## src/brfb_pkg.sv

```systemverilog
// Shared constants, mode codes and word types for the byte ring FIFO.
package brfb_pkg;

   localparam int LOG2_DEPTH = 8;
   localparam int DEPTH      = 1 << LOG2_DEPTH;
   localparam int ADDR_W     = LOG2_DEPTH;
   localparam int IDX_W      = LOG2_DEPTH + 1;
   localparam int MAX_BURST  = 64;
   localparam int LEN_W      = 7;
   localparam int CNT_W      = 9;
   localparam int SIZE_W     = 4;
   localparam int BYTE_W     = 8;
   localparam int CMDQ_DEPTH = 2;
   localparam int CMDQ_PTR_W = 1;
   localparam int CMDQ_CNT_W = 2;
   localparam int OUTQ_DEPTH = 4;
   localparam int OUTQ_PTR_W = 2;
   localparam int OUTQ_CNT_W = 3;

   localparam logic [2:0] MODE_WRITE = 3'd0;
   localparam logic [2:0] MODE_READ  = 3'd1;
   localparam logic [2:0] MODE_PEEK  = 3'd2;
   localparam logic [2:0] MODE_QUERY = 3'd3;
   localparam logic [2:0] MODE_CLEAR = 3'd4;

   typedef struct packed {
      logic              is_burst;
      logic [BYTE_W-1:0] out_byte;
      logic              byte_valid;
      logic [CNT_W-1:0]  moved;
      logic [CNT_W-1:0]  occ;
      logic [ADDR_W-1:0] start;
      logic [ADDR_W-1:0] mask;
      logic [LEN_W-1:0]  count;
   } cmd_type;

   typedef struct packed {
      logic [BYTE_W-1:0] out_byte;
      logic              byte_valid;
      logic              run_last;
      logic [CNT_W-1:0]  moved;
      logic [CNT_W-1:0]  occ;
   } rsp_word_type;

endpackage

```

## src/brfb_ram.sv

```systemverilog
// Generic single-write, single-read RAM with a registered read port.
module brfb_ram #(
   parameter int WIDTH = 8,
   parameter int DEPTH = 256
) (
   input  logic                     clock,
   input  logic                     wr_en,
   input  logic [$clog2(DEPTH)-1:0] wr_addr,
   input  logic [WIDTH-1:0]         wr_data,
   input  logic [$clog2(DEPTH)-1:0] rd_addr,
   output logic [WIDTH-1:0]         rd_data
);

   logic [WIDTH-1:0] mem_ff [DEPTH];
   logic [WIDTH-1:0] rd_data_ff;

   always_ff @(posedge clock) begin
      if (wr_en) begin
         mem_ff[wr_addr] <= wr_data;
      end
      rd_data_ff <= mem_ff[rd_addr];
   end

   assign rd_data = rd_data_ff;

endmodule

```

## src/brfb_front.sv

```systemverilog
// Front end: accepts words, keeps the ring indices and issues commands to the back end.
module brfb_front (
   input  logic                            clock,
   input  logic                            reset,
   input  logic                            req_push,
   output logic                            req_full,
   input  logic [2:0]                      req_mode,
   input  logic [brfb_pkg::BYTE_W-1:0]     req_data_byte,
   input  logic                            req_burst_last,
   input  logic [brfb_pkg::LEN_W-1:0]      req_read_length,
   input  logic                            csr_write_en,
   input  logic [brfb_pkg::SIZE_W-1:0]     csr_write_data,
   input  logic                            cmdq_full,
   input  logic                            burst_done,
   output logic                            cmd_push,
   output brfb_pkg::cmd_type               cmd,
   output logic                            ram_wr_en,
   output logic [brfb_pkg::ADDR_W-1:0]     ram_wr_addr,
   output logic [brfb_pkg::BYTE_W-1:0]     ram_wr_data
);

   logic [brfb_pkg::IDX_W-1:0]  wr_idx_ff, wr_idx_in;
   logic [brfb_pkg::IDX_W-1:0]  rd_idx_ff, rd_idx_in;
   logic [brfb_pkg::CNT_W-1:0]  burst_cnt_ff, burst_cnt_in;
   logic [brfb_pkg::BYTE_W-1:0] last_acc_ff, last_acc_in;
   logic [brfb_pkg::SIZE_W-1:0] size_ff, size_in;
   logic                        busy_ff, busy_in;

   logic [brfb_pkg::SIZE_W-1:0] size_c;
   logic [brfb_pkg::CNT_W-1:0]  cap;
   logic [brfb_pkg::ADDR_W-1:0] mask;
   logic [brfb_pkg::CNT_W-1:0]  occ;
   logic                        has_room;
   logic                        accept;
   logic [brfb_pkg::LEN_W-1:0]  len_c;
   logic [brfb_pkg::LEN_W-1:0]  n;
   logic [brfb_pkg::CNT_W-1:0]  burst_next;

   assign req_full = cmdq_full | busy_ff;
   assign accept   = req_push & ~req_full;

   always_comb begin
      if (size_ff < brfb_pkg::SIZE_W'(1)) begin
         size_c = brfb_pkg::SIZE_W'(1);
      end else if (size_ff > brfb_pkg::SIZE_W'(brfb_pkg::LOG2_DEPTH)) begin
         size_c = brfb_pkg::SIZE_W'(brfb_pkg::LOG2_DEPTH);
      end else begin
         size_c = size_ff;
      end
      cap      = brfb_pkg::CNT_W'(1) << size_c;
      mask     = brfb_pkg::ADDR_W'(cap - brfb_pkg::CNT_W'(1));
      occ      = brfb_pkg::CNT_W'(wr_idx_ff - rd_idx_ff);
      has_room = occ < cap;
      len_c    = (req_read_length > brfb_pkg::LEN_W'(brfb_pkg::MAX_BURST)) ?
                 brfb_pkg::LEN_W'(brfb_pkg::MAX_BURST) : req_read_length;
      n        = (brfb_pkg::CNT_W'(len_c) > occ) ? occ[brfb_pkg::LEN_W-1:0] : len_c;
      burst_next = (has_room && (burst_cnt_ff != '1)) ?
                   burst_cnt_ff + brfb_pkg::CNT_W'(1) : burst_cnt_ff;
   end

   always_comb begin
      wr_idx_in    = wr_idx_ff;
      rd_idx_in    = rd_idx_ff;
      burst_cnt_in = burst_cnt_ff;
      last_acc_in  = last_acc_ff;
      size_in      = size_ff;
      busy_in      = busy_ff & ~burst_done;
      cmd_push     = 1'b0;
      cmd          = '0;
      cmd.occ      = occ;
      cmd.start    = rd_idx_ff[brfb_pkg::ADDR_W-1:0];
      cmd.mask     = mask;
      cmd.count    = n;
      ram_wr_en    = 1'b0;
      ram_wr_addr  = wr_idx_ff[brfb_pkg::ADDR_W-1:0] & mask;
      ram_wr_data  = req_data_byte;
      if (csr_write_en) begin
         size_in      = csr_write_data;
         wr_idx_in    = '0;
         rd_idx_in    = '0;
         burst_cnt_in = '0;
      end else if (accept) begin
         case (req_mode)
            brfb_pkg::MODE_WRITE: begin
               if (has_room) begin
                  ram_wr_en   = 1'b1;
                  wr_idx_in   = wr_idx_ff + brfb_pkg::IDX_W'(1);
                  last_acc_in = req_data_byte;
               end
               burst_cnt_in = burst_next;
               if (req_burst_last) begin
                  cmd_push     = 1'b1;
                  cmd.moved    = burst_next;
                  cmd.occ      = occ + brfb_pkg::CNT_W'(has_room);
                  burst_cnt_in = '0;
               end
            end
            brfb_pkg::MODE_READ, brfb_pkg::MODE_PEEK: begin
               cmd_push = 1'b1;
               if (n != '0) begin
                  cmd.is_burst   = 1'b1;
                  cmd.byte_valid = 1'b1;
                  cmd.moved      = brfb_pkg::CNT_W'(n);
                  busy_in        = 1'b1;
                  if (req_mode == brfb_pkg::MODE_READ) begin
                     cmd.occ   = occ - brfb_pkg::CNT_W'(n);
                     rd_idx_in = rd_idx_ff + brfb_pkg::IDX_W'(n);
                  end
               end
            end
            brfb_pkg::MODE_QUERY: begin
               cmd_push       = 1'b1;
               cmd.out_byte   = last_acc_ff;
               cmd.byte_valid = 1'b1;
            end
            brfb_pkg::MODE_CLEAR: begin
               cmd_push     = 1'b1;
               cmd.occ      = '0;
               wr_idx_in    = '0;
               rd_idx_in    = '0;
               burst_cnt_in = '0;
            end
            default: begin
               cmd_push = 1'b1;
            end
         endcase
      end
   end

   always_ff @(posedge clock) begin
      if (reset) begin
         wr_idx_ff    <= '0;
         rd_idx_ff    <= '0;
         burst_cnt_ff <= '0;
         last_acc_ff  <= '0;
         size_ff      <= brfb_pkg::SIZE_W'(brfb_pkg::LOG2_DEPTH);
         busy_ff      <= 1'b0;
      end else begin
         wr_idx_ff    <= wr_idx_in;
         rd_idx_ff    <= rd_idx_in;
         burst_cnt_ff <= burst_cnt_in;
         last_acc_ff  <= last_acc_in;
         size_ff      <= size_in;
         busy_ff      <= busy_in;
      end
   end

endmodule

```

## src/brfb_cmdq.sv

```systemverilog
// Two-entry command queue between the front end and the back end.
module brfb_cmdq (
   input  logic              clock,
   input  logic              reset,
   input  logic              push,
   input  brfb_pkg::cmd_type push_cmd,
   output logic              full,
   input  logic              pop,
   output logic              empty,
   output brfb_pkg::cmd_type head
);

   brfb_pkg::cmd_type                entry_ff [brfb_pkg::CMDQ_DEPTH];
   logic [brfb_pkg::CMDQ_PTR_W-1:0] wr_ptr_ff, wr_ptr_in;
   logic [brfb_pkg::CMDQ_PTR_W-1:0] rd_ptr_ff, rd_ptr_in;
   logic [brfb_pkg::CMDQ_CNT_W-1:0] cnt_ff, cnt_in;
   logic                             do_push;
   logic                             do_pop;

   assign full    = cnt_ff == brfb_pkg::CMDQ_CNT_W'(brfb_pkg::CMDQ_DEPTH);
   assign empty   = cnt_ff == '0;
   assign do_push = push & ~full;
   assign do_pop  = pop & ~empty;
   assign head    = entry_ff[rd_ptr_ff];

   always_comb begin
      wr_ptr_in = do_push ? wr_ptr_ff + brfb_pkg::CMDQ_PTR_W'(1) : wr_ptr_ff;
      rd_ptr_in = do_pop ? rd_ptr_ff + brfb_pkg::CMDQ_PTR_W'(1) : rd_ptr_ff;
      cnt_in    = cnt_ff + brfb_pkg::CMDQ_CNT_W'(do_push) - brfb_pkg::CMDQ_CNT_W'(do_pop);
   end

   always_ff @(posedge clock) begin
      if (do_push) begin
         entry_ff[wr_ptr_ff] <= push_cmd;
      end
   end

   always_ff @(posedge clock) begin
      if (reset) begin
         wr_ptr_ff <= '0;
         rd_ptr_ff <= '0;
         cnt_ff    <= '0;
      end else begin
         wr_ptr_ff <= wr_ptr_in;
         rd_ptr_ff <= rd_ptr_in;
         cnt_ff    <= cnt_in;
      end
   end

endmodule

```

## src/brfb_back.sv

```systemverilog
// Back end: walks burst commands through the byte store and queues result words.
module brfb_back (
   input  logic                            clock,
   input  logic                            reset,
   input  logic                            cmd_valid,
   input  brfb_pkg::cmd_type               cmd,
   output logic                            cmd_pop,
   output logic                            burst_done,
   output logic [brfb_pkg::ADDR_W-1:0]     ram_rd_addr,
   input  logic [brfb_pkg::BYTE_W-1:0]     ram_rd_data,
   output logic                            rsp_empty,
   input  logic                            rsp_pop,
   output logic [brfb_pkg::BYTE_W-1:0]     rsp_out_byte,
   output logic                            rsp_byte_valid,
   output logic                            rsp_run_last,
   output logic [brfb_pkg::CNT_W-1:0]      rsp_moved_count,
   output logic [brfb_pkg::CNT_W-1:0]      rsp_occupancy
);

   logic [brfb_pkg::LEN_W-1:0]      off_ff, off_in;
   logic                            s1_valid_ff;
   logic                            s1_use_ram_ff;
   brfb_pkg::rsp_word_type          s1_word_ff, s1_word_in;
   brfb_pkg::rsp_word_type          oq_ff [brfb_pkg::OUTQ_DEPTH];
   brfb_pkg::rsp_word_type          oq_word;
   brfb_pkg::rsp_word_type          head;
   logic [brfb_pkg::OUTQ_PTR_W-1:0] oq_wr_ff, oq_wr_in;
   logic [brfb_pkg::OUTQ_PTR_W-1:0] oq_rd_ff, oq_rd_in;
   logic [brfb_pkg::OUTQ_CNT_W-1:0] oq_cnt_ff, oq_cnt_in;
   logic                            can_issue;
   logic                            issue;
   logic                            last_beat;
   logic                            oq_pop;

   assign can_issue = (brfb_pkg::OUTQ_CNT_W'(oq_cnt_ff) + brfb_pkg::OUTQ_CNT_W'(s1_valid_ff))
                      < brfb_pkg::OUTQ_CNT_W'(brfb_pkg::OUTQ_DEPTH);
   assign issue      = cmd_valid & can_issue;
   assign last_beat  = ~cmd.is_burst || ((off_ff + brfb_pkg::LEN_W'(1)) == cmd.count);
   assign cmd_pop    = issue & last_beat;
   assign burst_done = cmd_pop & cmd.is_burst;
   assign ram_rd_addr = (cmd.start + brfb_pkg::ADDR_W'(off_ff)) & cmd.mask;
   assign oq_pop     = rsp_pop & ~rsp_empty;

   always_comb begin
      off_in = off_ff;
      if (issue) begin
         off_in = last_beat ? '0 : off_ff + brfb_pkg::LEN_W'(1);
      end
      s1_word_in.out_byte   = cmd.out_byte;
      s1_word_in.byte_valid = cmd.byte_valid;
      s1_word_in.run_last   = last_beat;
      s1_word_in.moved      = cmd.moved;
      s1_word_in.occ        = cmd.occ;
      oq_word = s1_word_ff;
      if (s1_use_ram_ff) begin
         oq_word.out_byte = ram_rd_data;
      end
      oq_wr_in  = s1_valid_ff ? oq_wr_ff + brfb_pkg::OUTQ_PTR_W'(1) : oq_wr_ff;
      oq_rd_in  = oq_pop ? oq_rd_ff + brfb_pkg::OUTQ_PTR_W'(1) : oq_rd_ff;
      oq_cnt_in = oq_cnt_ff + brfb_pkg::OUTQ_CNT_W'(s1_valid_ff)
                  - brfb_pkg::OUTQ_CNT_W'(oq_pop);
   end

   assign head            = oq_ff[oq_rd_ff];
   assign rsp_empty       = oq_cnt_ff == '0;
   assign rsp_out_byte    = head.out_byte;
   assign rsp_byte_valid  = head.byte_valid;
   assign rsp_run_last    = head.run_last;
   assign rsp_moved_count = head.moved;
   assign rsp_occupancy   = head.occ;

   always_ff @(posedge clock) begin
      if (issue) begin
         s1_word_ff    <= s1_word_in;
         s1_use_ram_ff <= cmd.is_burst;
      end
      if (s1_valid_ff) begin
         oq_ff[oq_wr_ff] <= oq_word;
      end
   end

   always_ff @(posedge clock) begin
      if (reset) begin
         off_ff      <= '0;
         s1_valid_ff <= 1'b0;
         oq_wr_ff    <= '0;
         oq_rd_ff    <= '0;
         oq_cnt_ff   <= '0;
      end else begin
         off_ff      <= off_in;
         s1_valid_ff <= issue;
         oq_wr_ff    <= oq_wr_in;
         oq_rd_ff    <= oq_rd_in;
         oq_cnt_ff   <= oq_cnt_in;
      end
   end

endmodule

```

## src/byte_ring_fifo_burst_unit.sv

```systemverilog
// Top level of the byte ring FIFO with write bursts and read or peek bursts.
//
//   channel   handshake          direction   contents
//   req_      push / full        in          mode, data byte, burst end, read length
//   rsp_      empty / pop        out         byte, valid, run end, moved count, occupancy
//   csr_      write_en           in          size_log2 of the ring
//
// Writes, queries, clears and empty reads are accepted back to back while the command queue has room.
// A read or peek of n bytes reads them one at a time on the single store read port; new words wait
// until its last byte has been read. A result passes through the s1 register into the result queue.
// Reset clears indices and queues at once; the store itself is not cleared.
// The result queue holds four words; when it fills, the back end and then the input stall.
module byte_ring_fifo_burst_unit (
   input  logic                            clock,
   input  logic                            reset,
   input  logic                            req_push,
   output logic                            req_full,
   input  logic [2:0]                      req_mode,
   input  logic [brfb_pkg::BYTE_W-1:0]     req_data_byte,
   input  logic                            req_burst_last,
   input  logic [brfb_pkg::LEN_W-1:0]      req_read_length,
   output logic                            rsp_empty,
   input  logic                            rsp_pop,
   output logic [brfb_pkg::BYTE_W-1:0]     rsp_out_byte,
   output logic                            rsp_byte_valid,
   output logic                            rsp_run_last,
   output logic [brfb_pkg::CNT_W-1:0]      rsp_moved_count,
   output logic [brfb_pkg::CNT_W-1:0]      rsp_occupancy,
   input  logic                            csr_write_en,
   input  logic [brfb_pkg::SIZE_W-1:0]     csr_write_data
);

   logic                        cmd_push;
   brfb_pkg::cmd_type           cmd_in;
   logic                        cmdq_full;
   logic                        cmdq_empty;
   brfb_pkg::cmd_type           cmd_head;
   logic                        cmd_pop;
   logic                        burst_done;
   logic                        ram_wr_en;
   logic [brfb_pkg::ADDR_W-1:0] ram_wr_addr;
   logic [brfb_pkg::BYTE_W-1:0] ram_wr_data;
   logic [brfb_pkg::ADDR_W-1:0] ram_rd_addr;
   logic [brfb_pkg::BYTE_W-1:0] ram_rd_data;

   brfb_front u_front (
      .clock           (clock),
      .reset           (reset),
      .req_push        (req_push),
      .req_full        (req_full),
      .req_mode        (req_mode),
      .req_data_byte   (req_data_byte),
      .req_burst_last  (req_burst_last),
      .req_read_length (req_read_length),
      .csr_write_en    (csr_write_en),
      .csr_write_data  (csr_write_data),
      .cmdq_full       (cmdq_full),
      .burst_done      (burst_done),
      .cmd_push        (cmd_push),
      .cmd             (cmd_in),
      .ram_wr_en       (ram_wr_en),
      .ram_wr_addr     (ram_wr_addr),
      .ram_wr_data     (ram_wr_data)
   );

   brfb_cmdq u_cmdq (
      .clock    (clock),
      .reset    (reset),
      .push     (cmd_push),
      .push_cmd (cmd_in),
      .full     (cmdq_full),
      .pop      (cmd_pop),
      .empty    (cmdq_empty),
      .head     (cmd_head)
   );

   brfb_ram #(
      .WIDTH (brfb_pkg::BYTE_W),
      .DEPTH (brfb_pkg::DEPTH)
   ) u_store (
      .clock   (clock),
      .wr_en   (ram_wr_en),
      .wr_addr (ram_wr_addr),
      .wr_data (ram_wr_data),
      .rd_addr (ram_rd_addr),
      .rd_data (ram_rd_data)
   );

   brfb_back u_back (
      .clock           (clock),
      .reset           (reset),
      .cmd_valid       (~cmdq_empty),
      .cmd             (cmd_head),
      .cmd_pop         (cmd_pop),
      .burst_done      (burst_done),
      .ram_rd_addr     (ram_rd_addr),
      .ram_rd_data     (ram_rd_data),
      .rsp_empty       (rsp_empty),
      .rsp_pop         (rsp_pop),
      .rsp_out_byte    (rsp_out_byte),
      .rsp_byte_valid  (rsp_byte_valid),
      .rsp_run_last    (rsp_run_last),
      .rsp_moved_count (rsp_moved_count),
      .rsp_occupancy   (rsp_occupancy)
   );

   // The front end never pushes a command into a full queue.
   a_no_push_when_full: assert property (@(posedge clock) disable iff (reset)
      !(cmd_push && cmdq_full))
      else $error("command pushed into a full queue");

   // No byte is stored while a burst command still has bytes to read.
   a_no_write_during_burst: assert property (@(posedge clock) disable iff (reset)
      !(ram_wr_en && !cmdq_empty && cmd_head.is_burst))
      else $error("store written while a burst is pending");

   // A burst only finishes when a burst command is at the head of the queue.
   a_done_from_burst: assert property (@(posedge clock) disable iff (reset)
      burst_done |-> (!cmdq_empty && cmd_head.is_burst))
      else $error("burst completion without a burst command");

   // The result queue is empty right after reset.
   a_empty_after_reset: assert property (@(posedge clock)
      $past(reset) |-> rsp_empty)
      else $error("result queue not empty after reset");

endmodule
```

## config.mk

```make
export PLATFORM = sky130hd
export DESIGN_NAME = byte_ring_fifo_burst_unit
export DESIGN_NICKNAME = d
export VERILOG_FILES = /design/src/brfb_pkg.sv /design/src/brfb_ram.sv /design/src/brfb_front.sv /design/src/brfb_cmdq.sv /design/src/brfb_back.sv /design/src/byte_ring_fifo_burst_unit.sv
export SDC_FILE = /design/constraint.sdc
export NUM_CORES = 2
export LEC_CHECK = 0
export ABC_AREA = 0
export ABC_CLOCK_PERIOD_IN_PS = 5760
export BUFFER_PORTS_ARGS = -buffer_cell sky130_fd_sc_hd__buf_4
export CAP_MARGIN = 20
export CORE_AREA = 2 2 390 392
export CTS_CLUSTER_SIZE = 10
export DETAILED_ROUTE_END_ITERATION = 8
export DIE_AREA = 0 0 392 394
export GPL_TIMING_DRIVEN = 0
export PLACE_DENSITY = 0.79
export RECOVER_POWER = 100
export SYNTH_ARGS = -nofsm -noshare
export SYNTH_HDL_FRONTEND = slang
export SYNTH_HIERARCHICAL = 1
export SYNTH_SLANG_ARGS = --single-unit
```

## constraint.sdc

```tcl
create_clock -name clock -period 5.76 [get_ports clock]
set_input_delay 0.288 -clock clock [delete_from_list [all_inputs] [get_ports clock]]
set_output_delay 0.288 -clock clock [all_outputs]
set_load 0.03 [all_outputs]
```

==> impl_metrics.env <==
export IMPL_pwr_share_clk_pct=38.6
export IMPL_htree_levels=5
export IMPL_ir_drop_v=0.000345
export IMPL_synthesis_area_sq_mm=0.0942
export IMPL_post_route_util_pct=71.6
export IMPL_internal_power_uw=30200
export IMPL_drc=3
export IMPL_status="finished with violations"
export IMPL_timing_final_crit_share_pct=104
export IMPL_path_class="flop to flop"
export IMPL_finalSetupViolCount=11
export IMPL_finalWorstSetupSlack_ps=-239
export IMPL_io_buffers=53
export IMPL_layout_drive_gt1_share_pct=27.7
export IMPL_worst_slew_pin_slew_ps=1510
export IMPL_switchingPower_uw=9960
export IMPL_whs_path_depth=3
export IMPL_timing_slew_headroom_pct=-0.642
export IMPL_cts_root_buf="clkbuf_16"
export IMPL_cp_start_kind="flop"
export IMPL_syn_inst=4832
export IMPL_synthArstFlopShare_pct=0
export IMPL_cts_buffers=288
export IMPL_final_area_sq_mm=0.108
export IMPL_ys_ff_latch=2361
export IMPL_synthDistinctLibCells=103
export IMPL_grt_max_degree=164
export IMPL_clockBufferDepth=4
export IMPL_die_x_um=392
export IMPL_synth_area_top_cells="edfxtp_1 (73%), mux4_2 (12%), mux2i_1 (1.7%)"
export IMPL_die_area_sq_mm=0.154
export IMPL_cpMaxStageDelayCell="buf_1"
export IMPL_post_drt_wl_per_cell_um=38.4
export IMPL_hold_path_class="input pin to flop"
export IMPL_min_to="u_cmdq/entry_ff[1][6]$_DFFE_PP_"
export IMPL_synth_edf_count=2291
export IMPL_switching_share_pct=24.8
export IMPL_clk_latency_ps=920
export IMPL_vias=54100
export IMPL_violations="design-rule violations, max-capacitance violations, max-slew violations, negative setup slack"
export IMPL_vias_per_cell=7.36
export IMPL_power_density_mw_per_mm2=372
export IMPL_area_growth_pct=14.5
export IMPL_cts_tree="built"
export IMPL_worstPathRequired_ps=6530
export IMPL_track_usage_pct=36.6
export IMPL_reg2reg_to="u_store/rd_data[7]$_DFF_P_"
export IMPL_drtIter0Drc=9558
export IMPL_rsz0062_at_grt="yes"
export IMPL_die_y_um=394
export IMPL_worstSetupEndpointType="flop"
export IMPL_rows=143
export IMPL_drv_slew=11
export IMPL_critPathMaxFanout=10
export IMPL_rrSetupSlack_ps=-240
export IMPL_wl_mm=282
export IMPL_critPathMaxStageDelay_ps=940
export IMPL_core_area_sq_mm=0.151
export IMPL_nNetsFinal=5352
export IMPL_finalClockSkew_ps=55.8
export IMPL_yosysSeqAreaShare_pct=74.5
export IMPL_leakagePower_uw=0.0333
export IMPL_hold_violations=0
export IMPL_first_global_vias=53800
export IMPL_seqPwrFrac_pct=47.8
export IMPL_fin_crit_ps=6000
export IMPL_synth_top_cell_area_share_pct=73.0
export IMPL_yosys_warnings=6
export IMPL_comb_power_share_pct=13.6
export IMPL_ys_flop_type="edfxtp_1"
export IMPL_arrival_ps=6770
export IMPL_antenna_found_initial=13
export IMPL_yosysMostFrequentCell="edfxtp_1"
export IMPL_path_cells="buf_2, buf_2, mux2_2, ha_1, fa_1, and2_1, buf_2, buf_4, buf_2, buf_1, mux4_2, a22oi_1, a21oi_1, nor4_2, nor4_1, buf_2"
export IMPL_yosys_top_cells_count="edfxtp_1 (2,291), mux4_2 (482), nor2_1 (350)"
export IMPL_min_from="req_read_length[6]"
export IMPL_cap_violations=1
export IMPL_clock_sinks=2361
export IMPL_grt_ovfl_total=0
export IMPL_max_freq_mhz=167
export IMPL_yosysTopAreaCell="edfxtp_1"
export IMPL_gp_congestion=1.02
export IMPL_dp_hpwl_mm=175
export IMPL_postPlaceCellArea_sq_mm=0.0978
export IMPL_initial_core_util_pct=62.5
export IMPL_crit_top_cell="buf_2"
export IMPL_place_ws_ps=-2160
export IMPL_reg2regPathDepth=16
export IMPL_avgSynthCellArea_sq_um=19.5
export IMPL_fill_cells=8491
export IMPL_tns_ps=-1120
export IMPL_grt_pass1_wl_mm=391
export IMPL_path_clk_slew_ps=60
export IMPL_io_pins=58
export IMPL_ant_nets=0
export IMPL_dr_pass1_iters=9
[per-layer routing]
layer | part of all wire, % | wire length [um] | up-vias | global-route usage, %
li1 | - | - | 20500 | -
met5 | 0.17 | 491 | - | 0
met4 | 8.3 | 23300 | 24 | 25.0
met2 | 45 | 127000 | 5091 | 53.9
met3 | 16 | 43900 | 1304 | 13.7
met1 | 31 | 87500 | 27200 | 45.3
[cell type report]
cell class / count / area (sq um) / area share, %
Clock buffer: 340 / 7510 / 6.96
Clock inverter: 11 / 124 / 0.115
Timing Repair Buffer: 136 / 1500 / 1.39
Tap cell: 2030 / 2540 / 2.35
Multi-Input combinational cell: 2120 / 23700 / 22.0
Antenna cell: 3 / 7.51 / 0.00696
Buffer: 293 / 2050 / 1.90
Sequential cell: 2361 / 70200 / 65.1
Inverter: 59 / 221 / 0.205
[state kept, by name, summed over array words and instances (netlist names), 2 cells and up, named ones only]
| name | flops |
|---|---|
| u_store/mem_ff | 2048 |
| u_back/oq_ff | 112 |
| u_cmdq/entry_ff | 102 |
| u_back/oq_word | 20 |
| u_front/burst_cnt_ff | 9 |
| u_front/rd_idx_ff | 9 |
| u_front/wr_idx_ff | 9 |
| u_back/s1_word_ff | 8 |
| u_front/last_acc_ff | 8 |
| u_store/rd_data | 8 |
| u_back/off_ff | 7 |
| u_front/size_ff | 4 |
| u_back/oq_cnt_ff | 3 |
| u_back/oq_rd_ff | 2 |
| u_back/oq_wr_ff | 2 |
| u_cmdq/cnt_ff | 2 |
[worst max-delay path: cells and delay by family, from the launching register on]
family | cells | cell delay (ps)
flops | 1 | 310
simple gates | 3 | 1110
fa+ha+maj | 2 | 730
compound gates | 2 | 420
buf+inv | 7 | 2470
mux | 2 | 830
[worst max-delay path by stage]
stage,slack [ps],from,cells after the start,end
after floorplan,540,u_front/wr_idx_ff[0]$_SDFFE_PP0P_,26,u_front/rd_idx_ff[8]$_SDFFE_PP0P_
after global routing,-230,u_front/wr_idx_ff[0]$_SDFFE_PP0P_,27,u_front/rd_idx_ff[8]$_SDFFE_PP0P_
after global placement,-2360,u_front/rd_idx_ff[2]$_SDFFE_PP0P_,16,u_store/mem_ff[228][1]$_DFFE_PP_
final,-240,flop,16,u_store/rd_data[7]$_DFF_P_
after detailed placement,-2160,u_front/rd_idx_ff[2]$_SDFFE_PP0P_,16,u_store/mem_ff[228][1]$_DFFE_PP_
after CTS,-210,flop,15,u_store/rd_data[3]$_DFF_P_
[per-stage QoR]
step / hold WS, ps / instances / total power (uW)
2_1_floorplan: 357 / 4833 / 22500
3_3_place_gp: 464 / 6916 / 24400
3_5_place_dp: 464 / 6951 / 24500
4_1_cts: 25.4 / 7333 / 39900
5_1_grt: 72.9 / 7350 / 40800
6_report: 91.5 / 7353 / 40100
[logic make-up (layout without fill, tap and decap cells)]
family	count (synthesis)	in the layout	synth area share, %
flops	2361	2361	74.5
simple gates	746	746	3.82
mux	704	704	14.0
compound gates	554	554	4.14
buf+inv	352	839	2.15
fa+ha+maj	65	65	0.895
xor+xnor	49	49	0.486
other cells	1	5	0.00398
[power by group through the flow]
stage	Clock [uW]	Sequential (uW)	Combinational, uW
3_5_place_dp	0	19500	5000
2_1_floorplan	0	19500	3050
6_report	15500	19200	5460
5_1_grt	16200	19200	5460
3_3_place_gp	0	19500	4840
4_1_cts	15500	19200	5140
[timing repair]
| item | in CTS | in global routing |
|---|---|---|
| hold endpoints to repair | 33 | 0 |
| endpoints found under the setup margin | 2074 | 1723 |
| gates resized for setup | 391 | 153 |
| hold buffers | 24 | 0 |
| pin swaps | 6 | 14 |
| setup buffers | 7 | 13 |
[layout by cell type (no fill, tap or decap), drive strengths merged, types with 29 or more instances in the layout]
| master | synthesis | layout |
|---|---|---|
| buf | 157 | 272 |
| nor3 | 48 | 48 |
| and2 | 35 | 35 |
| ha | 61 | 61 |
| o221ai | 50 | 50 |
| nand3 | 59 | 59 |
| inv | 57 | 62 |
| clkbuf | 136 | 471 |
| mux2 | 61 | 61 |
| edfxtp | 2291 | 2291 |
| nand2 | 75 | 75 |
| o22ai | 37 | 37 |
| nor2 | 353 | 353 |
| a22oi | 133 | 133 |
| mux4 | 484 | 484 |
| mux2i | 159 | 159 |
| dfxtp | 70 | 70 |
| nor4 | 29 | 29 |
| a21oi | 144 | 144 |
| nor2b | 49 | 49 |
| o21ai | 46 | 46 |
(Power assumes the default switching activity.)
